File: src/hw/rtl/lfps_pkg.sv
// Shared constants, types and codes for the line-follow PID steering block.
package lfps_pkg;

  localparam int SAMPLE_BITS_DEF = 10;
  localparam int MOTOR_LIMIT_DEF = 100;

  localparam int CMD_W   = 2;
  localparam int BASE_W  = 7;
  localparam int GAIN_W  = 8;
  localparam int SUM_W   = 24;
  localparam int CORR_W  = 16;
  localparam int DRIVE_W = 8;

  localparam int PERCENT    = 100;
  localparam int DARK_START = 999;

  localparam int APB_DW = 32;
  localparam int APB_AW = 4;

  typedef enum logic [CMD_W-1:0] {
    CMD_TRACK   = 2'd0,
    CMD_STEP    = 2'd1,
    CMD_RESTART = 2'd2
  } lfps_cmd_t;

  typedef enum logic [1:0] {
    REG_PROP  = 2'd0,
    REG_INTEG = 2'd1,
    REG_DERIV = 2'd2,
    REG_MODE  = 2'd3
  } lfps_reg_t;

endpackage

File: src/hw/rtl/lfps_if.sv
// Valid/ready channel interfaces for the steering block's items and results.
interface lfps_in_if #(
  parameter int SAMPLE_BITS = lfps_pkg::SAMPLE_BITS_DEF
);
  logic                           valid;
  logic                           ready;
  logic [lfps_pkg::CMD_W-1:0]     cmd;
  logic [SAMPLE_BITS-1:0]         light_sample;
  logic [lfps_pkg::BASE_W-1:0]    base_speed;

  modport source (output valid, output cmd, output light_sample, output base_speed,
                  input ready);
  modport sink   (input valid, input cmd, input light_sample, input base_speed,
                  output ready);
endinterface

interface lfps_out_if;
  logic                                valid;
  logic                                ready;
  logic signed [lfps_pkg::DRIVE_W-1:0] left_drive;
  logic signed [lfps_pkg::DRIVE_W-1:0] right_drive;
  logic signed [lfps_pkg::CORR_W-1:0]  correction;
  logic                                width_zero;
  logic                                saturated;

  modport source (output valid, output left_drive, output right_drive, output correction,
                  output width_zero, output saturated, input ready);
  modport sink   (input valid, input left_drive, input right_drive, input correction,
                  input width_zero, input saturated, output ready);
endinterface

File: src/hw/rtl/line_follow_pid_steer.sv
// Top level: bound tracking, width-normalized PID steering and motor clamping.
// A control item passes S_PREP, the divider wait S_DIV, S_MUL_P/I/D, S_ACC, S_FIN and S_DRIVE;
// S_DIV is skipped when the bound width is zero, and a tracking item goes straight to S_DRIVE.
// The radix-4 divider is the longest step; the three gain products share one multiplier.
// One item is in work at a time; the next is taken the cycle after the result is registered,
// even while that result still waits in the output register.
// Synchronous active-low reset restores the register defaults, bounds 999/0 and clears PID state.
module line_follow_pid_steer #(
  parameter int SAMPLE_BITS = lfps_pkg::SAMPLE_BITS_DEF,
  parameter int MOTOR_LIMIT = lfps_pkg::MOTOR_LIMIT_DEF
) (
  input  logic                        clk,
  input  logic                        rst_n,
  lfps_in_if.sink                     in_item,
  lfps_out_if.source                  out_item,
  input  logic                        psel,
  input  logic                        penable,
  input  logic                        pwrite,
  input  logic [lfps_pkg::APB_AW-1:0] paddr,
  input  logic [lfps_pkg::APB_DW-1:0] pwdata,
  output logic [lfps_pkg::APB_DW-1:0] prdata,
  output logic                        pready
);

  localparam int SW   = SAMPLE_BITS;
  localparam int EW   = SW + 1;
  localparam int DWN  = SW + 7;
  localparam int PTW  = DWN + 1;
  localparam int DRW  = SW + 2;
  localparam int MAW  = (PTW > lfps_pkg::SUM_W) ? PTW : lfps_pkg::SUM_W;
  localparam int PRW  = MAW + lfps_pkg::GAIN_W + 1;
  localparam int ACW  = PRW + 2;
  localparam int DXW  = lfps_pkg::CORR_W + 2;
  localparam int SMAX = (1 << SW) - 1;
  localparam int DRST = (lfps_pkg::DARK_START > SMAX) ? SMAX : lfps_pkg::DARK_START;
  localparam int GW   = lfps_pkg::GAIN_W;
  localparam int CRW  = lfps_pkg::CORR_W;
  localparam int SUMW = lfps_pkg::SUM_W;
  localparam int DVW  = lfps_pkg::DRIVE_W;

  localparam logic [SW-1:0]         DARK_RST = SW'(DRST);
  localparam logic signed [DXW-1:0] MLIM     = DXW'(MOTOR_LIMIT);
  localparam logic signed [DVW-1:0] MLIM_OUT = DVW'(MOTOR_LIMIT);

  typedef enum logic [3:0] {
    S_IDLE, S_PREP, S_DIV, S_MUL_P, S_MUL_I, S_MUL_D, S_ACC, S_FIN, S_DRIVE
  } state_t;

  state_t                         state_r;
  logic [GW-1:0]                  prop_r, integ_r, deriv_gain_r;
  logic                           mode_r;
  logic [SW-1:0]                  dark_r, white_r;
  logic signed [SUMW-1:0]         sum_r;
  logic signed [EW-1:0]           prev_r;
  logic signed [EW-1:0]           err_r;
  logic signed [DRW-1:0]          deriv_r;
  logic [lfps_pkg::BASE_W-1:0]    base_r;
  logic                           track_r;
  logic                           wzero_r;
  logic                           sat_r;
  logic signed [PTW-1:0]          pterm_r;
  logic signed [PRW-1:0]          prod_r;
  logic signed [ACW-1:0]          acc_r;
  logic signed [CRW-1:0]          corr_r;
  logic                           out_valid_r;
  logic signed [DVW-1:0]          out_left_r, out_right_r;
  logic signed [CRW-1:0]          out_corr_r;
  logic                           out_wzero_r, out_sat_r;

  logic                           in_acc;
  logic                           cfg_wr;
  logic                           is_step;
  logic [SW-1:0]                  samp;
  logic [SW:0]                    bsum;
  logic [SW-1:0]                  setp;
  logic signed [EW-1:0]           err_new;
  logic [SW-1:0]                  width;
  logic [EW-1:0]                  err_neg;
  logic [SW-1:0]                  err_mag;
  logic [DWN-1:0]                 div_num;
  logic                           div_start;
  logic [DWN-1:0]                 div_quo;
  logic                           div_done;
  logic signed [PTW-1:0]          q_s;
  logic signed [SUMW:0]           sum_wide;
  logic                           sum_ovf;
  logic signed [MAW-1:0]          mul_a;
  logic [GW-1:0]                  mul_g;
  logic signed [PRW-1:0]          mul_p;
  logic [ACW-CRW:0]               acc_top;
  logic                           corr_ovf;
  logic signed [CRW-1:0]          corr_sat;
  logic signed [DXW-1:0]          base_x, corr_x, sum_plus, sum_minus;
  logic                           out_free;

  function automatic logic signed [DVW-1:0] clamp_drive(input logic signed [DXW-1:0] v);
    if (v > MLIM) begin
      return DVW'(MLIM);
    end else if (v < -MLIM) begin
      return DVW'(-MLIM);
    end else begin
      return DVW'(v);
    end
  endfunction

  assign in_item.ready = (state_r == S_IDLE);
  assign in_acc        = in_item.valid && in_item.ready;
  assign cfg_wr        = psel && penable && pwrite;
  assign pready        = 1'b1;
  assign out_free      = !out_valid_r || out_item.ready;

  always_comb begin
    unique case (lfps_pkg::lfps_reg_t'(paddr[3:2]))
      lfps_pkg::REG_PROP:  prdata = lfps_pkg::APB_DW'(prop_r);
      lfps_pkg::REG_INTEG: prdata = lfps_pkg::APB_DW'(integ_r);
      lfps_pkg::REG_DERIV: prdata = lfps_pkg::APB_DW'(deriv_gain_r);
      lfps_pkg::REG_MODE:  prdata = lfps_pkg::APB_DW'(mode_r);
      default:             prdata = '0;
    endcase
  end

  // The set point comes from the bounds as they stood before this sample.
  always_comb begin
    samp    = in_item.light_sample;
    is_step = (in_item.cmd == lfps_pkg::CMD_STEP) || (in_item.cmd == lfps_pkg::CMD_RESTART);
    bsum    = {1'b0, white_r} + {1'b0, dark_r};
    setp    = bsum[SW:1];
    err_new = $signed({1'b0, samp}) - $signed({1'b0, setp});
  end

  always_comb begin
    width     = white_r - dark_r;
    err_neg   = -err_r;
    err_mag   = err_r[EW-1] ? err_neg[SW-1:0] : err_r[SW-1:0];
    div_num   = DWN'(err_mag) * DWN'(lfps_pkg::PERCENT);
    div_start = (state_r == S_PREP) && (width != '0);
    q_s       = $signed({1'b0, div_quo});
    sum_wide  = (SUMW + 1)'(sum_r) + (SUMW + 1)'(err_r);
    sum_ovf   = (sum_wide[SUMW] != sum_wide[SUMW-1]);
  end

  // Shared multiplier: one gain product per cycle, registered before accumulation.
  always_comb begin
    case (state_r)
      S_MUL_P: begin
        mul_a = MAW'(pterm_r);
        mul_g = prop_r;
      end
      S_MUL_I: begin
        mul_a = MAW'(sum_r);
        mul_g = integ_r;
      end
      default: begin
        mul_a = MAW'(deriv_r);
        mul_g = deriv_gain_r;
      end
    endcase
    mul_p = PRW'(mul_a) * PRW'($signed({1'b0, mul_g}));
  end

  always_comb begin
    acc_top   = acc_r[ACW-1:CRW-1];
    corr_ovf  = !((&acc_top) || (~|acc_top));
    corr_sat  = corr_ovf ? $signed({acc_r[ACW-1], {(CRW-1){~acc_r[ACW-1]}}})
                         : acc_r[CRW-1:0];
    base_x    = $signed(DXW'(base_r));
    corr_x    = DXW'(corr_r);
    sum_plus  = base_x + corr_x;
    sum_minus = base_x - corr_x;
  end

  lfps_div #(
    .DW (DWN),
    .SW (SW)
  ) u_div (
    .clk      (clk),
    .rst_n    (rst_n),
    .start    (div_start),
    .dividend (div_num),
    .divisor  (width),
    .quotient (div_quo),
    .done     (div_done)
  );

  always_ff @(posedge clk) begin
    if (!rst_n) begin
      state_r      <= S_IDLE;
      prop_r       <= GW'(1);
      integ_r      <= '0;
      deriv_gain_r <= '0;
      mode_r       <= 1'b1;
      dark_r       <= DARK_RST;
      white_r      <= '0;
      sum_r        <= '0;
      prev_r       <= '0;
      out_valid_r  <= 1'b0;
    end else begin
      if (cfg_wr) begin
        unique case (lfps_pkg::lfps_reg_t'(paddr[3:2]))
          lfps_pkg::REG_PROP:  prop_r       <= pwdata[GW-1:0];
          lfps_pkg::REG_INTEG: integ_r      <= pwdata[GW-1:0];
          lfps_pkg::REG_DERIV: deriv_gain_r <= pwdata[GW-1:0];
          lfps_pkg::REG_MODE:  mode_r       <= pwdata[0];
          default:             mode_r       <= mode_r;
        endcase
      end

      // S_DRIVE sets the valid flag itself when the output register frees up.
      if (out_valid_r && out_item.ready && (state_r != S_DRIVE)) begin
        out_valid_r <= 1'b0;
      end

      unique case (state_r)
        S_IDLE: begin
          if (in_acc) begin
            if (samp < dark_r) begin
              dark_r <= samp;
            end
            if (samp > white_r) begin
              white_r <= samp;
            end
            err_r   <= err_new;
            base_r  <= in_item.base_speed;
            track_r <= !is_step;
            wzero_r <= 1'b0;
            sat_r   <= 1'b0;
            if (in_item.cmd == lfps_pkg::CMD_RESTART) begin
              sum_r  <= '0;
              prev_r <= '0;
            end
            state_r <= is_step ? S_PREP : S_DRIVE;
          end
        end
        S_PREP: begin
          if (sum_ovf) begin
            sum_r <= $signed({sum_wide[SUMW], {(SUMW-1){~sum_wide[SUMW]}}});
            sat_r <= 1'b1;
          end else begin
            sum_r <= sum_wide[SUMW-1:0];
          end
          deriv_r <= DRW'(prev_r) - DRW'(err_r);
          prev_r  <= err_r;
          if (width == '0) begin
            wzero_r <= 1'b1;
            pterm_r <= '0;
            state_r <= S_MUL_P;
          end else begin
            state_r <= S_DIV;
          end
        end
        S_DIV: begin
          if (div_done) begin
            pterm_r <= err_r[EW-1] ? -q_s : q_s;
            state_r <= S_MUL_P;
          end
        end
        S_MUL_P: begin
          prod_r  <= mul_p;
          state_r <= S_MUL_I;
        end
        S_MUL_I: begin
          acc_r   <= ACW'(prod_r);
          prod_r  <= mul_p;
          state_r <= S_MUL_D;
        end
        S_MUL_D: begin
          acc_r   <= acc_r + ACW'(prod_r);
          prod_r  <= mul_p;
          state_r <= S_ACC;
        end
        S_ACC: begin
          acc_r   <= acc_r + ACW'(prod_r);
          state_r <= S_FIN;
        end
        S_FIN: begin
          corr_r  <= corr_sat;
          sat_r   <= sat_r | corr_ovf;
          state_r <= S_DRIVE;
        end
        S_DRIVE: begin
          // Waits only while the previous result still sits in the output register.
          if (out_free) begin
            out_valid_r <= 1'b1;
            if (track_r) begin
              out_left_r  <= '0;
              out_right_r <= '0;
              out_corr_r  <= '0;
              out_wzero_r <= 1'b0;
              out_sat_r   <= 1'b0;
            end else begin
              out_left_r  <= mode_r ? clamp_drive(sum_plus) : clamp_drive(sum_minus);
              out_right_r <= mode_r ? clamp_drive(sum_minus) : clamp_drive(sum_plus);
              out_corr_r  <= corr_r;
              out_wzero_r <= wzero_r;
              out_sat_r   <= sat_r;
            end
            state_r <= S_IDLE;
          end
        end
        default: state_r <= S_IDLE;
      endcase
    end
  end

  assign out_item.valid       = out_valid_r;
  assign out_item.left_drive  = out_left_r;
  assign out_item.right_drive = out_right_r;
  assign out_item.correction  = out_corr_r;
  assign out_item.width_zero  = out_wzero_r;
  assign out_item.saturated   = out_sat_r;

  a_div_in_wait: assert property (@(posedge clk) disable iff (!rst_n)
    div_done |-> (state_r == S_DIV))
    else $error("divider finished outside its wait state");

  a_bounds_ordered: assert property (@(posedge clk) disable iff (!rst_n)
    (state_r != S_IDLE) |-> (dark_r <= white_r))
    else $error("dark bound above white bound after an item");

  a_drive_range: assert property (@(posedge clk) disable iff (!rst_n)
    out_valid_r |-> (out_left_r <= MLIM_OUT && out_left_r >= -MLIM_OUT &&
                     out_right_r <= MLIM_OUT && out_right_r >= -MLIM_OUT))
    else $error("motor command outside its limit");

  a_accept_leaves_idle: assert property (@(posedge clk) disable iff (!rst_n)
    in_acc |=> (state_r != S_IDLE))
    else $error("accepted item did not start work");

endmodule

File: src/hw/rtl/lfps_div.sv
// Unsigned restoring divider that retires two quotient bits per cycle.
module lfps_div #(
  parameter int DW = lfps_pkg::SAMPLE_BITS_DEF + 7,
  parameter int SW = lfps_pkg::SAMPLE_BITS_DEF
) (
  input  logic          clk,
  input  logic          rst_n,
  input  logic          start,
  input  logic [DW-1:0] dividend,
  input  logic [SW-1:0] divisor,
  output logic [DW-1:0] quotient,
  output logic          done
);

  localparam int STEPS = (DW + 1) / 2;
  localparam int PW    = 2 * STEPS;
  localparam int CW    = (STEPS > 1) ? $clog2(STEPS) : 1;

  logic          busy_r;
  logic          done_r;
  logic [CW-1:0] cnt_r;
  logic [SW-1:0] rem_r;
  logic [SW-1:0] den_r;
  logic [PW-1:0] quo_r;

  logic [SW:0]   r1, r2;
  logic [SW:0]   r1_sub, r2_sub;
  logic          q1, q2;
  logic [SW-1:0] r1_keep, r2_keep;

  // quo_r shifts dividend bits out at the top and quotient bits in at the bottom.
  always_comb begin
    r1      = {rem_r, quo_r[PW-1]};
    r1_sub  = r1 - {1'b0, den_r};
    q1      = (r1 >= {1'b0, den_r});
    r1_keep = q1 ? r1_sub[SW-1:0] : r1[SW-1:0];
    r2      = {r1_keep, quo_r[PW-2]};
    r2_sub  = r2 - {1'b0, den_r};
    q2      = (r2 >= {1'b0, den_r});
    r2_keep = q2 ? r2_sub[SW-1:0] : r2[SW-1:0];
  end

  always_ff @(posedge clk) begin
    if (!rst_n) begin
      busy_r <= 1'b0;
      done_r <= 1'b0;
    end else begin
      done_r <= 1'b0;
      if (start) begin
        busy_r <= 1'b1;
        cnt_r  <= CW'(STEPS - 1);
        rem_r  <= '0;
        den_r  <= divisor;
        quo_r  <= PW'(dividend);
      end else if (busy_r) begin
        rem_r <= r2_keep;
        quo_r <= {quo_r[PW-3:0], q1, q2};
        if (cnt_r == '0) begin
          busy_r <= 1'b0;
          done_r <= 1'b1;
        end else begin
          cnt_r <= cnt_r - 1'b1;
        end
      end
    end
  end

  assign quotient = quo_r[DW-1:0];
  assign done     = done_r;

  a_start_idle: assert property (@(posedge clk) disable iff (!rst_n)
    start |-> !busy_r)
    else $error("divider started while busy");

  a_done_after_busy: assert property (@(posedge clk) disable iff (!rst_n)
    done_r |-> $past(busy_r))
    else $error("divider done without a running division");

  a_last_step_done: assert property (@(posedge clk) disable iff (!rst_n)
    (busy_r && cnt_r == '0 && !start) |=> (done_r && !busy_r))
    else $error("divider missed its last step");

endmodule

File: src/flat_wrapper.sv
// flat-port wrapper written by rule: the top's interface ports become plain ports
module line_follow_pid_steer_flat 
#(
  parameter int SAMPLE_BITS = lfps_pkg::SAMPLE_BITS_DEF,
  parameter int MOTOR_LIMIT = lfps_pkg::MOTOR_LIMIT_DEF
)
  (clk, rst_n, psel, penable, pwrite, paddr, pwdata, prdata, pready, in_item_valid, in_item_cmd, in_item_light_sample, in_item_base_speed, in_item_ready, out_item_valid, out_item_left_drive, out_item_right_drive, out_item_correction, out_item_width_zero, out_item_saturated, out_item_ready);
  lfps_in_if #(.SAMPLE_BITS(SAMPLE_BITS)) in_item_i ();
  lfps_out_if out_item_i ();
  input  logic clk;
  input  logic rst_n;
  input  logic psel;
  input  logic penable;
  input  logic pwrite;
  input  logic [lfps_pkg::APB_AW-1:0] paddr;
  input  logic [lfps_pkg::APB_DW-1:0] pwdata;
  output logic [lfps_pkg::APB_DW-1:0] prdata;
  output logic pready;
  input wire logic [$bits(in_item_i.valid)-1:0] in_item_valid;
  input wire logic [$bits(in_item_i.cmd)-1:0] in_item_cmd;
  input wire logic [$bits(in_item_i.light_sample)-1:0] in_item_light_sample;
  input wire logic [$bits(in_item_i.base_speed)-1:0] in_item_base_speed;
  output wire logic [$bits(in_item_i.ready)-1:0] in_item_ready;
  output wire logic [$bits(out_item_i.valid)-1:0] out_item_valid;
  output wire logic [$bits(out_item_i.left_drive)-1:0] out_item_left_drive;
  output wire logic [$bits(out_item_i.right_drive)-1:0] out_item_right_drive;
  output wire logic [$bits(out_item_i.correction)-1:0] out_item_correction;
  output wire logic [$bits(out_item_i.width_zero)-1:0] out_item_width_zero;
  output wire logic [$bits(out_item_i.saturated)-1:0] out_item_saturated;
  input wire logic [$bits(out_item_i.ready)-1:0] out_item_ready;
  assign in_item_i.valid = in_item_valid;
  assign in_item_i.cmd = in_item_cmd;
  assign in_item_i.light_sample = in_item_light_sample;
  assign in_item_i.base_speed = in_item_base_speed;
  assign in_item_ready = in_item_i.ready;
  assign out_item_valid = out_item_i.valid;
  assign out_item_left_drive = out_item_i.left_drive;
  assign out_item_right_drive = out_item_i.right_drive;
  assign out_item_correction = out_item_i.correction;
  assign out_item_width_zero = out_item_i.width_zero;
  assign out_item_saturated = out_item_i.saturated;
  assign out_item_i.ready = out_item_ready;
  line_follow_pid_steer #(.SAMPLE_BITS(SAMPLE_BITS), .MOTOR_LIMIT(MOTOR_LIMIT)) u_core (.clk(clk), .rst_n(rst_n), .in_item(in_item_i), .out_item(out_item_i), .psel(psel), .penable(penable), .pwrite(pwrite), .paddr(paddr), .pwdata(pwdata), .prdata(prdata), .pready(pready));
endmodule
File: config.mk
export PLATFORM = sky130hd
export DESIGN_NAME = line_follow_pid_steer_flat
export DESIGN_NICKNAME = d
export VERILOG_FILES = /design/src/hw/rtl/lfps_pkg.sv /design/src/hw/rtl/lfps_if.sv /design/src/hw/rtl/line_follow_pid_steer.sv /design/src/hw/rtl/lfps_div.sv /design/src/flat_wrapper.sv
export SDC_FILE = /design/constraint.sdc
export NUM_CORES = 1
export LEC_CHECK = 0
export BUFFER_PORTS_ARGS = -buffer_cell sky130_fd_sc_hd__buf_4
export CORE_MARGIN = 3
export CORE_UTILIZATION = 60
export DETAILED_ROUTE_END_ITERATION = 7
export GPL_ROUTABILITY_DRIVEN = 0
export GPL_TIMING_DRIVEN = 0
export PLACE_DENSITY = 0.77
export SLEW_MARGIN = 20
export SYNTH_ARGS = -nofsm -noshare
export SYNTH_HDL_FRONTEND = slang
export SYNTH_SLANG_ARGS = --single-unit
File: constraint.sdc
create_clock -name clk -period 7.6 [get_ports clk]
set_input_delay 0.76 -clock clk [delete_from_list [all_inputs] [get_ports clk]]
set_output_delay 0.76 -clock clk [all_outputs]
set_load 0.02 [all_outputs]
# Word level (Yosys, flattened, before mapping)
# Index checks and enable logic that the tools add are counted.
# Widths: inputs -> output; s select.
word_totals:
  register_bits: 298
  in_bits: 62
  output_inout_bits: 69
  word_cells: 178
classes:
  n_addsub: 13
  multipliers: 2
  n_lt_le_gt_ge: 8
  eq_ne: 22
  muxes: 48
  bitwise: 5
  n_reduce_logical: 48
ops:
  columns: ["op", "n"]
  rows:
  - ["$pmux 32 s4", 1]
  - ["$pmux 24 s2", 2]
  - ["$mux 18", 4]
  - ["$mux 24", 3]
  - ["$pmux 35 s2", 1]
  - ["$mux 8", 6]
  - ["$mux 10", 4]
  - ["$gt 18x8->1 const B", 2]
  - ["$lt 18x8->1 const B", 2]
  - ["$pmux 18 s2", 1]
  - ["$pmux 4 s9", 1]
  - ["$add 35x33->35", 1]
  - ["$mul 24x9->33", 1]
  - ["$sub 10x10->10", 3]
  - ["$add 24x11->25", 1]
  - ["$mux 4", 6]
  - ["$ge 11x10->1", 2]
  - ["$mux 11", 2]
  - ["$pmux 11 s2", 1]
  - ["$reduce_and 3->1", 7]
  - ["$reduce_and 2->1", 10]
  - ["$reduce_and 20->1", 1]
  - ["$reduce_or 20->1", 1]
  - ["$neg 17->18", 1]
  - ["40 further kinds", 82]

# Longest topological paths before layout
depth:
  ltp_word: 6
  ltp_mapped: 28
  depth_no_buf: 25

# Modules after synthesis
# Synthesis repeated with hierarchy kept, for this count alone.
unflattened:
  cells_unflattened: 3017
  area_unflattened_um2: 27521.4
modules_own_cells:
  columns: ["module", "instances", "cells_per_inst", "area_per_inst_um2", "seq_area_each_um2"]
  rows:
  - ["line_follow_pid_steer", 1, 2756, 24536.0, 6776.5]
  - ["lfps_div", 1, 261, 2985.4, 1301.2]

# Worst setup path before layout
# Ideal clock, no wire load.
synth_timing:
  path_type: "register to register"
  startpoint: "register u_core.state_r[2]"
  endpoint: "register u_core.prod_r[31], data pin"
  setup_ps: 272
  arrival_ps: 6733
  required_time_ps: 7328
  slack_ps: 595
  stages_incl_launch_ff: 27
  n_path_buf: 3
  period_less_slack_ps: 7005
  path_cell_list: "dfxtp_1 buf_2 nand2b_1 nor3_1 nor2_1 buf_2 and2_1 clkbuf_1 a221oi_1 nor2_1 fa_1 fa_1 fa_1 inv_1 fa_1 inv_1 ha_1 a21o_1 a21o_1 a21o_1 a21oi_2 o21ai_2 o32a_1 o31a_4 a41oi_4 mux2i_1 or4_1"
synth_between:
  elab_chain_cells: 3
  word_cells_on_any_way: 5
  cone_classes: "1 x mul; 2 x eq/ne; 2 x mux"
synth_lines:
  columns: ["item", "line_no", "text"]
  rows:
  - ["from (decl)", "line_follow_pid_steer.sv:49", "state_t state_r;"]
  - ["from (signal assigned)", "line_follow_pid_steer.sv:231", "state_r <= is_step ? S_PREP : S_DRIVE;"]
  - ["$eq 4x3->1 or $eq 4x2->1 (tied branches)", "line_follow_pid_steer.sv:144", "case (state_r)"]
  - ["$pmux 24 s2 or $pmux 8 s2 (tied branches)", "line_follow_pid_steer.sv:144", null]
  - ["$mul 24x9->33 *", "line_follow_pid_steer.sv:158", "mul_p = PRW'(mul_a) * PRW'($signed({1'b0, mul_g}));"]
  - ["via u_core.mul_p[31]", "line_follow_pid_steer.sv:89", "logic signed [PRW-1:0] mul_p;"]
  - ["to (signal assigned)", "line_follow_pid_steer.sv:258", "prod_r <= mul_p;"]
  - ["to (signal assigned)", "line_follow_pid_steer.sv:263", "prod_r <= mul_p;"]
  - ["to (signal assigned)", "line_follow_pid_steer.sv:268", "prod_r <= mul_p;"]
  - ["to (decl)", "line_follow_pid_steer.sv:62", "logic signed [PRW-1:0] prod_r;"]
# Mark *: on every way through the listed nets, which the timed path passes. The rest lies on a longest branch.
# A chain may end at the register's enable or synchronous reset.

# Worst setup path in the final report
layout_timing:
  startpoint: "register u_core.state_r[3]"
  endpoint: "register u_core.prod_r[31], data pin"
# The elaborated chain is that of the path after synthesis.

==> impl_table.tex <==
\begin{tabular}{lr}
\hline
Metric & Value \\
\hline
\multicolumn{2}{l}{\textbf{Run status}} \\
Status & finished, final reports clean \\
\multicolumn{2}{l}{\textbf{Yosys}} \\
Cell area after technology mapping & 27000 µm² \\
Count of cell types in the netlist & 100 \\
Fraction of post-synthesis cell area in the top cell type by area & 0.234 \\
Number of enable-type register cells in the synthesized netlist & 211 \\
Share of the yosys chip area belonging to registers & 0.299 \\
Synth area leader & edfxtp\_1 \\
Top post-synthesis cells by area & edfxtp\_1, fa\_1, ha\_1 \\
Mean instance size in the synthesized netlist & 9.13 µm² \\
Leading register cell type out of synthesis & edfxtp\_1 \\
Cells after synthesis & 2962 \\
Syn. warnings & 0 \\
Fraction of registers with async set/reset & 0 \\
Flip-flop and latch count after synthesis & 298 \\
\multicolumn{2}{l}{\textbf{Critical path}} \\
CP dominant cell by count & fa\_1 \\
Crit-path leading delay family & adder cells \\
Setup Crit Path Kind & reg -> reg \\
Maximum net fanout on the critical path & 10 \\
Worst Reg-to-Reg Cells & 26 \\
Worst path required time & 7.86 ns \\
Combined buffer and inverter count along the critical path & 6 \\
Slowest stage cell, crit path & fa\_1 \\
Start of the worst register-to-register path & u\_core.state\_r[3] \\
Kind of launch point of the worst setup path & flip-flop \\
Largest stage delay, worst path & 0.54 ns \\
R2R Path End & u\_core.prod\_r[31] \\
Endpoint type of the worst setup path & flip-flop \\
Arrival time at the worst endpoint & 7.51 ns \\
Flop-to-flop setup slack & 0.35 ns \\
\multicolumn{2}{l}{\textbf{Place}} \\
Number of placed cells counting well taps & 3665 \\
Port Buf Inserts & 78 \\
Worst setup slack after placement & -0.356 ns \\
Post-DP HPWL & 52.4 mm \\
\multicolumn{2}{l}{\textbf{Final layout}} \\
Number of nets in the finished design & 3595 \\
Layout overhead on the synthesized area & 10.8\% \\
Post-route core utilization & 0.674 \\
Share of final-layout standard cells stronger than drive strength 1 & 0.0955 \\
Count of placed standard cells in the final layout, fillers left out & 3732 \\
Antenna diode count & 0 \\
\multicolumn{2}{l}{\textbf{Timing}} \\
Hold violation count in the final report & 0 \\
RSZ-0062 raised after global routing & false \\
Worst-Margin Slew & 1.03 ns \\
Max frequency & 138 MHz \\
Count of final setup violators & 0 \\
Pins over their slew limit & 0 \\
Maximum clock skew at final layout & 0.0296 ns \\
Worst Setup Slack, final & 0.352 ns \\
Time the final worst path needs with I/O delays and setup & 7.25 ns \\
Share of the cycle needed by the critical path after routing & 0.954 \\
Worst slew margin relative to its limit & 0.307 \\
\multicolumn{2}{l}{\textbf{GRT}} \\
Global routing usage summed across all routing layers & 0.276 \\
Global-route wire length before repair & 108 mm \\
Overflow left after global routing & 0 \\
Maximum number of pins on one net before global-route repair & 31 \\
Antenna violations before repair & 0 \\
Via count of the first global-routing pass & 21900 \\
\multicolumn{2}{l}{\textbf{Die}} \\
DIE AREA & 47600 µm² \\
Area inside the core boundary & 44400 µm² \\
Starting density of the core & 0.609 \\
Y dimension of the die & 218 µm \\
Core Rows & 77 \\
Horizontal die dimension & 218 µm \\
Io pins & 131 \\
\multicolumn{2}{l}{\textbf{Hold path}} \\
Hold Path Class & in -> reg \\
Hold Crit Start & in\_item\_base\_speed[0] \\
Worst hold path stage count & 1 \\
Min-Delay Endpoint & u\_core.base\_r[0] \\
\multicolumn{2}{l}{\textbf{Detailed routing}} \\
Number of design-rule violations left by the first detailed-router iteration & 1453 \\
Detail-routed via count per cell & 5.84 \\
Wirelength, routed & 65.4 mm \\
Via count & 21800 \\
Post-route DRC & 0 \\
Number of detailed-route iterations in the first pass & 6 \\
Post-DRT Antenna Nets & 0 \\
WL per Instance & 17.5 µm \\
\multicolumn{2}{l}{\textbf{Clock network}} \\
CTS Hold Bufs & 0 \\
Number of buffers created by CTS & 36 \\
Clk pin slew, worst setup/hold paths & 0.06 ns \\
Number of H-tree levels & 2 \\
Total number of clock tree sinks & 298 \\
Cell at the root of the clock tree & clkbuf\_16 \\
Source-to-sink clock delay at the later pin of the worst-skew pair & 0.56 ns \\
TritonCTS clock tree & yes \\
Longest Clk Path Bufs & 3 \\
\multicolumn{2}{l}{\textbf{Power}} \\
Peak supply drop & 0.530 mV \\
Power per unit of standard cell area & 300 nW/µm² \\
Overall power after layout & 9.00 mW \\
Static Leak & 13.7 nW \\
\multicolumn{2}{l}{\textbf{Flow run}} \\
Maximum capacitance violations & 0 \\
\hline
\end{tabular}
==> where the power goes <==
part	internal, mW	leakage (nW)	switching, mW
logic	2.07	10.5	2.79
clock network	1.03	0.566	0.704
registers	2.17	2.64	0.232
total	5.27	13.7	3.73
==> final cells by class <==
cell class                 count  area [µm²]
multi-input combinational   2179       17200
fill                        3386       14500
sequential                   298        8080
inverter                     385        1450
clock buffer                  49         991
tap                          592         741
timing repair buffer          91         736
buffer                       122         612
clock inverter                16         190
==> cell usage in the layout, fill, tap and decap left out, types with 64 or more instances in the layout <==
cell type	instances
edfxtp_1	211
o21ai_0	140
xnor2_1	100
a21oi_1	152
clkbuf_1	64
fa_1	165
nand2_1	305
nor2_1	273
ha_1	255
dfxtp_1	87
buf_4	116
inv_1	383
==> synth_stat cells, types with 29 or more instances <==
cell	count
nor3_1	41
o21bai_1	30
mux2i_1	54
nand2b_1	31
xor2_1	54
nor2b_1	40
nor2_1	277
ha_1	255
o21ai_0	141
a21oi_1	155
buf_4	29
dfxtp_1	87
inv_1	383
edfxtp_1	211
nand2_1	306
a21o_1	62
clkbuf_1	70
fa_1	165
xnor2_1	100
==> registers in the layout (all words and copies together), names as in the netlist, 7 cells and up <==
signal / count
u_core.deriv_r: 12
u_core.prod_r: 33
u_core.prop_r: 8
u_core.deriv_gain_r: 8
u_core.base_r: 7
u_core.sum_r: 24
u_core.out_item.right_drive: 8
u_core.out_item.left_drive: 8
u_core.white_r: 10
u_core.err_r: 11
u_core.corr_r: 16
u_core.pterm_r: 18
u_core.out_item.correction: 16
u_core.acc_r: 35
u_core.prev_r: 11
u_core.u_div.quo_r: 18
u_core.u_div.rem_r: 10
u_core.integ_r: 8
u_core.u_div.den_r: 10
u_core.dark_r: 10
==> how the worst max path moves through the flow <==
| stage | endpoint | slack [ns] | from | cells past startpoint |
|---|---|---|---|---|
| 2_1_floorplan | u_core.prod_r[31] | 0.60 | u_core.state_r[2] | 26 |
| 3_3_place_gp | u_core.prod_r[31] | -0.60 | u_core.state_r[2] | 25 |
| 3_5_place_dp | u_core.prod_r[31] | -0.36 | u_core.state_r[2] | 25 |
| 4_1_cts | u_core.prod_r[31] | 0.11 | u_core.state_r[1] | 27 |
| 5_1_grt | u_core.prod_r[31] | 0.03 | u_core.state_r[1] | 26 |
| 6_report | u_core.prod_r[31] | 0.35 | u_core.state_r[3] | 26 |
==> repair_timing <==
action	4_1_cts	5_1_grt
pin swaps	1	1
resized for setup	8	36
setup buffers	2	1
endpoints found under the setup margin	2	4
==> cell families (layout without fill, tap and decap cells) <==
family | after synthesis | after routing | synth area share
AOI/OAI and AO/OA | 644 | 644 | 0.161
xor gates and xnor gates | 154 | 154 | 0.0499
adders and majority gates | 420 | 420 | 0.240
buffers and inverters | 508 | 663 | 0.0754
DFF | 298 | 298 | 0.299
muxes | 73 | 73 | 0.0283
other | 2 | 25 | 0.000278
and+or+nand+nor | 863 | 863 | 0.146
==> worst register-to-register path, delay by kind of cell (launching register included) <==
family,cells,cell delay (ns)
buffers and inverters,6,1.11
adders and majority gates,5,2.39
and+or+nand+nor,5,1.20
AOI/OAI and AO/OA,9,1.71
DFF,1,0.45
muxes,1,0.09
==> routing by layer <==
| layer | wire [µm] | global-route usage | up-vias |
|---|---|---|---|
| li1 | - | - | 10500 |
| met1 | 27200 | 0.345 | 10400 |
| met2 | 32000 | 0.480 | 772 |
| met3 | 3530 | 0.0346 | 167 |
| met4 | 2710 | 0.120 | 0 |
| met5 | 0 | 0 | - |
==> through the flow <==
step	instance area, µm²	hold WS [ns]	setup TNS [ns]
final	29900	0.388	0
after global routing	29900	0.369	0
after CTS	29900	0.367	0
after detailed placement	28600	0.448	-0.496
after global placement	28500	0.438	-1.83
after floorplan	27100	0.425	0
Power figures use the tool's default switching activity.
